## src/rtl/rfst_pkg.sv

```systemverilog
// rfst_pkg: shared types and constants for the recent frame slot table
// used by rfst_id_ram, rfst_ctrl and recent_frame_slot_table
`default_nettype none

package rfst_pkg;

  // table geometry
  localparam int QUEUE_DEPTH = 8;
  localparam int SLOT_COUNT  = QUEUE_DEPTH + 1;
  localparam int SLOT_W      = $clog2(SLOT_COUNT);
  localparam int CNT_W       = $clog2(QUEUE_DEPTH + 1);

  // field widths
  localparam int ID_W     = 32;
  localparam int QUERY_W  = 64;
  localparam int CFG_W    = 16;
  localparam int STATUS_W = 3;

  // header check patterns
  localparam logic [ID_W-1:0] LEAD_PATTERN  = 32'haaaa_aaaa;
  localparam logic [ID_W-1:0] TRAIL_PATTERN = 32'h5555_5555;

  // request types
  localparam logic REQ_ADD    = 1'b0;
  localparam logic REQ_LOOKUP = 1'b1;

  // configuration register indexes
  localparam logic REG_FRAME_WIDTH  = 1'b0;
  localparam logic REG_FRAME_HEIGHT = 1'b1;

  typedef enum logic [STATUS_W-1:0] {
    ST_OK           = 3'd0,
    ST_UNCONFIGURED = 3'd1,
    ST_BAD_HEADER   = 3'd2,
    ST_DUPLICATE    = 3'd3,
    ST_NOT_FOUND    = 3'd4
  } status_t;

  // request sequencer states
  typedef enum logic [2:0] {
    S_IDLE,
    S_CHECK,
    S_DUP,
    S_SCAN,
    S_DONE
  } state_t;

  // access to the id memory
  typedef struct packed {
    logic              rd_en;
    logic [SLOT_W-1:0] rd_addr;
    logic              wr_en;
    logic [SLOT_W-1:0] wr_addr;
    logic [ID_W-1:0]   wr_data;
  } ram_req_t;

  // finished result from the sequencer
  typedef struct packed {
    logic              vld;
    status_t           status;
    logic [SLOT_W-1:0] slot;
  } result_t;

endpackage

`default_nettype wire

```

## src/rtl/rfst_id_ram.sv

```systemverilog
// rfst_id_ram: slot id store, one write port and one read port, registered read
// depends on rfst_pkg
`default_nettype none

module rfst_id_ram (
  input  logic                    clk,
  input  rfst_pkg::ram_req_t      req,
  output logic [rfst_pkg::ID_W-1:0] rd_data
);
  import rfst_pkg::*;

  logic [ID_W-1:0] mem [SLOT_COUNT];

  // write port
  always_ff @(posedge clk) begin
    if (req.wr_en) begin
      mem[req.wr_addr] <= req.wr_data;
    end
  end

  // read port, registered
  always_ff @(posedge clk) begin
    if (req.rd_en) begin
      rd_data <= mem[req.rd_addr];
    end
  end

endmodule

`default_nettype wire

```

## src/rtl/rfst_ctrl.sv

```systemverilog
// rfst_ctrl: request sequencer, header checks, duplicate check and lookup scan
// depends on rfst_pkg; drives rfst_id_ram through a ram_req_t
`default_nettype none

module rfst_ctrl (
  input  logic                         clk,
  input  logic                         rst,
  input  logic                         in_fire,
  output logic                         in_ready,
  input  logic                         req_type,
  input  logic [rfst_pkg::ID_W-1:0]    lead_word,
  input  logic [rfst_pkg::ID_W-1:0]    frame_id,
  input  logic [rfst_pkg::ID_W-1:0]    trail_word,
  input  logic [rfst_pkg::QUERY_W-1:0] query_id,
  input  logic                         cfg_ok,
  input  logic                         res_take,
  output rfst_pkg::ram_req_t           ram_req,
  input  logic [rfst_pkg::ID_W-1:0]    rd_data,
  output rfst_pkg::result_t            res
);
  import rfst_pkg::*;

  state_t state, state_next;

  // captured request
  logic              r_type;
  logic              r_hdr_ok;
  logic [ID_W-1:0]   r_id;
  logic [ID_W-1:0]   r_qlo;
  logic              r_qhi_zero;

  // table pointers
  logic [SLOT_W-1:0] next_slot;
  logic [CNT_W-1:0]  held_count;

  // scan state
  logic [SLOT_W-1:0] ptr;
  logic [CNT_W-1:0]  iss_cnt;
  logic              cmp_vld;
  logic [SLOT_W-1:0] cmp_slot;

  // result holding
  status_t           res_status;
  logic [SLOT_W-1:0] res_slot;

  // actions from the output block
  logic              do_commit;
  logic              do_issue;
  logic              set_res;
  status_t           res_status_next;
  logic [SLOT_W-1:0] res_slot_next;

  logic [SLOT_W-1:0] newest;
  logic [SLOT_W-1:0] oldest;
  logic [SLOT_W:0]   oldest_sum;
  logic              dup_hit;
  logic              query_hit;
  logic              scan_done;

  function automatic logic [SLOT_W-1:0] slot_inc(input logic [SLOT_W-1:0] s);
    slot_inc = (s == SLOT_W'(SLOT_COUNT - 1)) ? '0 : s + SLOT_W'(1);
  endfunction

  // ring positions of the newest and oldest held entries
  always_comb begin
    newest     = (next_slot == '0) ? SLOT_W'(SLOT_COUNT - 1) : next_slot - SLOT_W'(1);
    oldest_sum = {1'b0, next_slot} + (SLOT_W + 1)'(SLOT_COUNT)
                 - (SLOT_W + 1)'(held_count);
    oldest     = (oldest_sum >= (SLOT_W + 1)'(SLOT_COUNT))
                 ? SLOT_W'(oldest_sum - (SLOT_W + 1)'(SLOT_COUNT))
                 : SLOT_W'(oldest_sum);
  end

  // compares against the memory read data
  assign dup_hit   = (rd_data == r_id);
  assign query_hit = r_qhi_zero && (rd_data == r_qlo);
  assign scan_done = (iss_cnt == held_count);

  // next state
  always_comb begin
    state_next = state;
    unique case (state)
      S_IDLE: begin
        if (in_fire) state_next = S_CHECK;
      end
      S_CHECK: begin
        if (r_type == REQ_LOOKUP) begin
          state_next = (held_count == '0) ? S_DONE : S_SCAN;
        end else if (!cfg_ok || !r_hdr_ok || held_count == '0) begin
          state_next = S_DONE;
        end else begin
          state_next = S_DUP;
        end
      end
      S_DUP: begin
        state_next = S_DONE;
      end
      S_SCAN: begin
        if (cmp_vld && (query_hit || scan_done)) state_next = S_DONE;
      end
      S_DONE: begin
        if (res_take) state_next = S_IDLE;
      end
      default: state_next = S_IDLE;
    endcase
  end

  // outputs and datapath actions
  always_comb begin
    ram_req         = '0;
    do_commit       = 1'b0;
    do_issue        = 1'b0;
    set_res         = 1'b0;
    res_status_next = ST_OK;
    res_slot_next   = '0;
    unique case (state)
      S_IDLE: ;
      S_CHECK: begin
        if (r_type == REQ_LOOKUP) begin
          if (held_count == '0) begin
            set_res         = 1'b1;
            res_status_next = ST_NOT_FOUND;
          end
        end else if (!cfg_ok) begin
          set_res         = 1'b1;
          res_status_next = ST_UNCONFIGURED;
        end else if (!r_hdr_ok) begin
          set_res         = 1'b1;
          res_status_next = ST_BAD_HEADER;
        end else if (held_count == '0) begin
          // empty table skips the duplicate check
          ram_req.wr_en   = 1'b1;
          do_commit       = 1'b1;
          set_res         = 1'b1;
          res_slot_next   = next_slot;
        end else begin
          ram_req.rd_en   = 1'b1;
          ram_req.rd_addr = newest;
        end
      end
      S_DUP: begin
        set_res = 1'b1;
        if (dup_hit) begin
          res_status_next = ST_DUPLICATE;
        end else begin
          ram_req.wr_en = 1'b1;
          do_commit     = 1'b1;
          res_slot_next = next_slot;
        end
      end
      S_SCAN: begin
        if (!scan_done) begin
          ram_req.rd_en   = 1'b1;
          ram_req.rd_addr = ptr;
          do_issue        = 1'b1;
        end
        if (cmp_vld && query_hit) begin
          set_res       = 1'b1;
          res_slot_next = cmp_slot;
        end else if (cmp_vld && scan_done) begin
          set_res         = 1'b1;
          res_status_next = ST_NOT_FOUND;
        end
      end
      S_DONE: ;
      default: ;
    endcase
    ram_req.wr_addr = next_slot;
    ram_req.wr_data = r_id;
  end

  assign in_ready   = (state == S_IDLE);
  assign res.vld    = (state == S_DONE);
  assign res.status = res_status;
  assign res.slot   = res_slot;

  // control registers
  always_ff @(posedge clk) begin
    if (rst) begin
      state      <= S_IDLE;
      next_slot  <= '0;
      held_count <= '0;
      cmp_vld    <= 1'b0;
    end else begin
      state   <= state_next;
      cmp_vld <= do_issue;
      if (do_commit) begin
        next_slot <= slot_inc(next_slot);
        if (held_count != CNT_W'(QUEUE_DEPTH)) begin
          held_count <= held_count + CNT_W'(1);
        end
      end
    end
  end

  // request capture, scan pointers and result
  always_ff @(posedge clk) begin
    if (in_fire) begin
      r_type     <= req_type;
      r_hdr_ok   <= (lead_word == LEAD_PATTERN) && (trail_word == TRAIL_PATTERN);
      r_id       <= frame_id;
      r_qlo      <= query_id[ID_W-1:0];
      r_qhi_zero <= (query_id[QUERY_W-1:ID_W] == '0);
    end
    if (state == S_CHECK) begin
      ptr     <= oldest;
      iss_cnt <= '0;
    end else if (do_issue) begin
      ptr      <= slot_inc(ptr);
      iss_cnt  <= iss_cnt + CNT_W'(1);
    end
    if (do_issue) begin
      cmp_slot <= ptr;
    end
    if (set_res) begin
      res_status <= res_status_next;
      res_slot   <= res_slot_next;
    end
  end

endmodule

`default_nettype wire

```

## src/rtl/recent_frame_slot_table.sv

```systemverilog
// recent_frame_slot_table: ring of recent frame ids with add and lookup requests
// add: S_CHECK, then S_DUP if the newest id is read for the duplicate check, then S_DONE;
// lookup: S_CHECK goes straight to S_DONE on an empty table, else S_SCAN until a match
// or a miss (one memory read per held slot, oldest first, through the single read port)
// throughput: one request at a time; next request taken once the result sits in the
// output register; reset: synchronous rst empties the table and clears both size registers
// depends on rfst_pkg, rfst_ctrl and rfst_id_ram
`default_nettype none

module recent_frame_slot_table (
  input  logic                          clk,
  input  logic                          rst,
  // request channel
  input  logic                          in_valid,
  output logic                          in_ready,
  input  logic                          req_type,
  input  logic [rfst_pkg::ID_W-1:0]     lead_word,
  input  logic [rfst_pkg::ID_W-1:0]     frame_id,
  input  logic [rfst_pkg::ID_W-1:0]     trail_word,
  input  logic [rfst_pkg::QUERY_W-1:0]  query_id,
  // result channel
  output logic                          out_valid,
  input  logic                          out_ready,
  output logic [rfst_pkg::STATUS_W-1:0] status,
  output logic [rfst_pkg::SLOT_W-1:0]   slot,
  // configuration writes
  input  logic                          cfg_en,
  input  logic                          cfg_index,
  input  logic [rfst_pkg::CFG_W-1:0]    cfg_data
);
  import rfst_pkg::*;

  logic [CFG_W-1:0] frame_width;
  logic [CFG_W-1:0] frame_height;
  logic             cfg_ok;
  logic             in_fire;
  logic             res_take;
  ram_req_t         ram_req;
  logic [ID_W-1:0]  rd_data;
  result_t          res;

  // frame size registers
  always_ff @(posedge clk) begin
    if (rst) begin
      frame_width  <= '0;
      frame_height <= '0;
    end else if (cfg_en) begin
      unique case (cfg_index)
        REG_FRAME_WIDTH:  frame_width  <= cfg_data;
        REG_FRAME_HEIGHT: frame_height <= cfg_data;
      endcase
    end
  end

  assign cfg_ok   = (frame_width != '0) && (frame_height != '0);
  assign in_fire  = in_valid && in_ready;
  assign res_take = !out_valid || out_ready;

  rfst_ctrl u_ctrl (
    .clk        (clk),
    .rst        (rst),
    .in_fire    (in_fire),
    .in_ready   (in_ready),
    .req_type   (req_type),
    .lead_word  (lead_word),
    .frame_id   (frame_id),
    .trail_word (trail_word),
    .query_id   (query_id),
    .cfg_ok     (cfg_ok),
    .res_take   (res_take),
    .ram_req    (ram_req),
    .rd_data    (rd_data),
    .res        (res)
  );

  rfst_id_ram u_ram (
    .clk     (clk),
    .req     (ram_req),
    .rd_data (rd_data)
  );

  // output register
  always_ff @(posedge clk) begin
    if (rst) begin
      out_valid <= 1'b0;
    end else if (res.vld && res_take) begin
      out_valid <= 1'b1;
    end else if (out_ready) begin
      out_valid <= 1'b0;
    end
  end

  always_ff @(posedge clk) begin
    if (res.vld && res_take) begin
      status <= res.status;
      slot   <= res.slot;
    end
  end

  // a result never names a slot outside the pool
  a_slot_range: assert property (@(posedge clk) disable iff (rst)
    out_valid |-> (slot <= SLOT_W'(SLOT_COUNT - 1)))
    else $error("result slot outside the pool");

  // rejected and missed requests report slot zero
  a_slot_zero: assert property (@(posedge clk) disable iff (rst)
    (out_valid && status != ST_OK) |-> (slot == '0))
    else $error("nonzero slot on a failed request");

  // one request in work at a time
  a_one_req: assert property (@(posedge clk) disable iff (rst)
    in_fire |=> !in_ready)
    else $error("request taken while another is in work");

endmodule

`default_nettype wire
```

## config.mk

```make
export PLATFORM = sky130hd
export DESIGN_NAME = recent_frame_slot_table
export DESIGN_NICKNAME = d
export VERILOG_FILES = /design/src/rtl/rfst_pkg.sv /design/src/rtl/rfst_id_ram.sv /design/src/rtl/rfst_ctrl.sv /design/src/rtl/recent_frame_slot_table.sv
export SDC_FILE = /design/constraint.sdc
export NUM_CORES = 1
export LEC_CHECK = 0
export CAP_MARGIN = 0
export CORE_MARGIN = 2
export CORE_UTILIZATION = 57
export DETAILED_ROUTE_END_ITERATION = 6
export DONT_BUFFER_PORTS = 1
export HOLD_SLACK_MARGIN = 0.12
export PLACE_DENSITY = 0.86
export SLEW_MARGIN = 20
export SYNTH_ARGS = -nofsm -noshare
export SYNTH_HDL_FRONTEND = slang
export SYNTH_HIERARCHICAL = 1
export SYNTH_SLANG_ARGS = --single-unit
```

## constraint.sdc

```tcl
create_clock -name clk -period 5.6 [get_ports clk]
set_input_delay 0.28 -clock clk [delete_from_list [all_inputs] [get_ports clk]]
set_output_delay 0.28 -clock clk [all_outputs]
set_load 0.1 [all_outputs]
```

; ---- Word level (Yosys, flattened, before mapping)
; Memories as Yosys holds them, arrays and structs flattened. A register that Yosys moved wholly into a read port is not among the register bits.
; Cells that the tools add are included.
[classes]
add_sub_neg = 8
magnitude_cmp = 1
n_eq_ne = 15
n_mux = 53
bitwise_logic = 1
n_reduce_logical = 27
[op_table]
columns = operator, n
row1 = 32-bit == test, 2
row2 = 4-bit two-way mux, 12
row3 = 3-bit two-way mux, 11
row4 = "32-bit by 31-bit == test with 1-bit output, second input constant", 1
row5 = "32-bit == test, second input constant", 1
row6 = 32-bit zero test, 1
row7 = 16-bit nonzero test, 2
row8 = 6-bit two-way mux, 3
row9 = "4-bit by 1-bit adder with 4-bit output, second input constant", 4
row10 = 1-bit two-way mux, 16
row11 = 3-bit one-hot mux with 5 select lines, 1
row12 = 4-bit one-hot mux with 3 select lines, 1
row13 = 5-bit two-way mux, 2
row14 = 5-bit one-hot mux with 2 select lines, 1
row15 = 3-bit one-hot mux with 3 select lines, 1
row16 = "4-bit == test, second input constant", 2
row17 = 1-bit logical AND, 8
row18 = 4-bit zero test, 2
row19 = "3-bit by 2-bit == test with 1-bit output, second input constant", 2
row20 = 2-bit AND reduction, 3
row21 = "4-bit by 4-bit adder with 5-bit output, second input constant", 1
row22 = "5-bit by 4-bit greater-or-equal comparator with 1-bit output, second input constant", 1
row23 = 5-bit by 4-bit subtractor with 5-bit output, 1
row24 = 4-bit == test, 1
row25 = 16 further kinds, 25
[word_totals]
regBits = 138
ramBits = 288
input_bits = 183
output_inout_bits = 9
memories = 1
[mem_list]
columns = memory, words, word_bits, read_ports, rd_ports_with_merged_regs, wr, line_no
row1 = u_ram.mem, 9, 32, 1, 1, 1, rfst_id_ram.sv:12  ; logic [ID_W-1:0] mem [SLOT_COUNT];

; ---- Logic depth before layout (Yosys ltp)
[depth]
word_depth = 9
ltp_mapped = 13

; ---- By module
; Netlist, hierarchy kept.
[modules_own_cells]
columns = module, n_inst, cells_each, area_each_um2, seq_area_each_um2
row1 = rfst_id_ram, 1, 629, 12215.5, 9609.2
row2 = rfst_ctrl, 1, 401, 5042.3, 2782.7
row3 = recent_frame_slot_table, 1, 167, 1470.2, 870.8

; ---- Worst setup path before layout
; No wires, ideal clock.
[synth_timing]
path_type = register -> register
start = register u_ctrl.state[1]
end = memory u_ram.mem[8][0] (enable)
setup_ns = 0.502
arrival_ns = 4.820
required_ns = 5.098
setup_slack_ns = 0.278
path_stages_with_launch = 10
period_less_slack_ns = 5.322
path_cell_list = dfxtp_1 -> buf_6 -> or3b_1 -> or3_4 -> nor2_4 -> or2_1 -> buf_2 -> buf_4 -> nand2_1 -> nor4_1
[synth_lines]
columns = item, line_no
row1 = "start, declared", rfst_ctrl.sv:23  ; state_t state, state_next;
row2 = "start signal, assigned", rfst_ctrl.sv:185  ; state <= state_next;
row3 = "end, declared", rfst_id_ram.sv:12

==> results.md <==
- Status: completed
- Ys async rst share: 0%
- Die width: between 150 and 200 µm
- Worst setup SP type: flip-flop
- Min Tclk post-route: slightly above 4 ns
- Antenna-violating nets left: 0
- Via count: approximately 11000
- Period utilisation layout: 73.2%
- P per Cell Area: around 340 nW/µm²
- Crit Path Category: flip-flop to flip-flop
- CP max stage cell: nor3_2
- DP Wirelength: approximately 25000 µm
- CP Capture Type: flip-flop
- DRC errors left: 0
- Critical path buffers and inverters: 1
- Mapped Nets: ~1400
- 1st-pass router iterations: 7
- Pins over their slew limit: 0
- R2R Path End: u_ram/mem[4][4]
- R2R Setup Slk: between 1.5 and 2 ns
- Nets@finish: approximately 1500
- Hold path start: cfg_en
- Yosys reg bits: about 460
- Fin Clk Skew: between 0.015 and 0.02 ns
- Number of buffers created by CTS: 44
- I/O pins: approximately 190
- Final WS setup: 1.50 ns
- Distinct cells, synth: 64
- Grt ovf: 0
- Site row count: 66
- Max H-tree Level: 2
- Core box area: between 30000 and 40000 µm²
- Most common cell after layout, fill and taps aside: edfxtp_1
- Fillers: 2039
- VDD IR-drop max: around 370 µV
- Net switching power figure: approximately 1600 µW
- Slew margin rel.: roughly a quarter
- Top_reg_cell synth: edfxtp_1
- Hold Crit Class: input pin to flip-flop
- Setup tns final: 0 ns
- Avg WL per Cell: 24.2 µm
- Delay of the slowest cell on the worst path: about 0.9 ns
- Final hold vios: 0
- LEAKAGE: approximately 0.0071 µW
- Area Growth Syn to Fin: 16.1%
- Sequential area share after synthesis: a little over two thirds
- Ys Warns: 6
- Final core occ: approximately two thirds
- Vias in the first global route: between 10000 and 15000
- Launch point of the worst reg-to-reg path: u_ctrl/state[0]
- Reg2reg path depth: 7
- Setup WS pre-CTS: roughly 1.5 ns
- Share of post-route cells with drive strength above 1: 14.7%
- RSZ-0062 raised after global routing: false
- Worst-skew pair later-pin latency: roughly 0.55 ns
- Clk sinks: roughly 460
- Critical Path RT: roughly 5.8 ns
- Global-route wire length before repair: around 64000 µm
- PortBufs: 0
- P_int: between 5000 and 6000 µW
- Clk network pwr share: 39.2%
- Die Y: 185 µm
- Arrival time at the worst endpoint: roughly 4.3 ns
- Worst Hold End: frame_width[11]
- Initial detailed-routing violation count: between 900 and 1000
- Endpoints failing setup: 0
- Vias per cell: between 6 and 7
- Initial antenna violation count: 5
- Synth Instances: 1197
- MaxCap Viol Count: 0
- Final WL: 43300 µm
- GPL Wtd Cong: approximately 0.86
- Synthesized area per cell: ~16 µm²
- Hold Path Stages: 3
- CP top delay family: simple AND/OR/NAND/NOR gates
- Comb pwr share: 5.3%
- CTS tree: done
- EDFF count, synth: between 400 and 500
- Root buf cell: clkbuf_16
- Pin count of the biggest net entering global routing: between 60 and 70
- Tightest Pin Transition: roughly 1.1 ns
- Max Freq: around 0.24 GHz
- Sequential power share: between 50% and 60%
- Die Footprint: approximately 34000 µm²
- Most frequent cells in the layout: edfxtp_1, nand2_1, dlygate4sd3_1, mux2i_1, mux2_2
- Crit-path cells: or3b_1, or3_4, nor2_4, or2_1, nand3b_1, nor3_2, buf_4
- Setup bufs post-CTS: 0
- Critical path fanouts, max: 22
- Clk pin slew, worst setup/hold paths: 0.06 ns
- Sw Share: 21.6%
- Max Root-Sink Buffers: 3
- Synthesized cell area: between 15000 and 20000 µm²
- Initial Util: between 50% and 60%
- Tot GR Track Use: about a quarter
[routing by layer]
layer / share of wire (%) / track usage (%) / wire length, µm
met5: 0 / 0 / 0
met4: 3.8 / 10.0 / 1640
met3: 8.9 / 5.27 / 3870
met2: 50 / 43.5 / 21700
met1: 37 / 30.9 / 16100
[cell families after synthesis]
kind of cell | share of synthesized area [%]
flops | 70.8
simple gates | 7.27
xor+xnor | 3.41
fa+ha+maj | 1.24
compound gates | 7.49
mux | 7.65
buf+inv | 2.12
[area by class of cell]
type	count	area [µm²]	share of cell area (%)
inverters	20	75.1	0.345
multi-input cells	665	5170	23.8
repair buffers	119	1250	5.77
clock inverters	24	236	1.09
well taps	442	553	2.54
flip-flops and latches	458	13300	61.0
clock buffers	55	1170	5.40
diodes	5	12.5	0.0576
[worst max-delay path by stage]
stage,startpoint,endpoint,slack [ns],depth (start not counted)
2_1_floorplan,u_ctrl/state[1],u_ram/mem[8][0],0.28,9
3_3_place_gp,u_ctrl/state[0],u_ram/mem[4][30],1.74,7
3_5_place_dp,u_ctrl/state[0],u_ram/mem[4][28],1.50,7
4_1_cts,u_ctrl/state[0],u_ram/mem[4][22],1.50,7
5_1_grt,u_ctrl/state[0],u_ram/mem[4][7],1.30,7
6_report,u_ctrl/state[0],u_ram/mem[4][4],1.50,7
[tightest hold or removal path, stage by stage]
cell and delay, ns:
nor2b_2 0.25, nand2_1 0.11, a21oi_1 0.05
[stage by stage]
step                std cells  total power, µW  area [µm²]  hold WS [ns]
floorplan                1197             4350       18700         0.379
global placement         1602             4460       19200         0.347
detailed placement       1602             4480       19200         0.351
CTS                      1779             7400       21600         0.126
global route             1788             7610       21700         0.189
finish                   1788             7380       21700         0.196
[timing repair]
action | in CTS | in global routing
hold endpoints to repair | 112 | 13
gates resized for setup | 0 | 0
hold buffers | 98 | 1
[flip-flops by register name (all words and copies together), names as in the netlist, 16 cells and up]
signal         flops
frame_height      16
frame_width       16
u_ctrl/r_id       32
u_ctrl/r_qlo      32
u_ram/mem        288
u_ram/rd_data     32
[power by group through the flow]
| stage | sequential (µW) | clock [µW] | combinational (µW) |
|---|---|---|---|
| after detailed placement | 4160 | 0 | 318 |
| after global routing | 4110 | 3070 | 420 |
| after global placement | 4160 | 0 | 306 |
| after floorplan | 4100 | 0 | 243 |
| final | 4100 | 2900 | 390 |
| after CTS | 4100 | 2920 | 380 |
[cell usage after synthesis, drive strengths merged (2+ instances only)]
cell type | n | area (µm²)
a21o | 3 | 22.5
a21oi | 44 | 228
a22o | 38 | 333
a31o | 3 | 26.3
and2 | 5 | 31.3
and4b | 2 | 20.0
buf | 26 | 216
clkbuf | 28 | 105
dfxtp | 49 | 981
edfxtp | 409 | 12300
ha | 17 | 213
inv | 20 | 75.1
mux2 | 65 | 732
mux2i | 70 | 701
nand2 | 120 | 450
nand2b | 7 | 43.8
nand3 | 7 | 35.0
nand3b | 4 | 42.5
nand4 | 19 | 119
nor2 | 23 | 101
nor2b | 4 | 25.0
nor3 | 7 | 35.0
nor3b | 3 | 22.5
nor4 | 28 | 211
nor4b | 2 | 17.5
nor4bb | 12 | 120
o21a | 3 | 22.5
o21ai | 14 | 70.1
o221ai | 2 | 17.5
o22ai | 33 | 206
o31ai | 34 | 365
or2 | 2 | 12.5
or3 | 4 | 30.0
or3b | 3 | 26.3
xnor2 | 38 | 333
xor2 | 35 | 307
No activity file was read; power rests on OpenSTA's default activity.
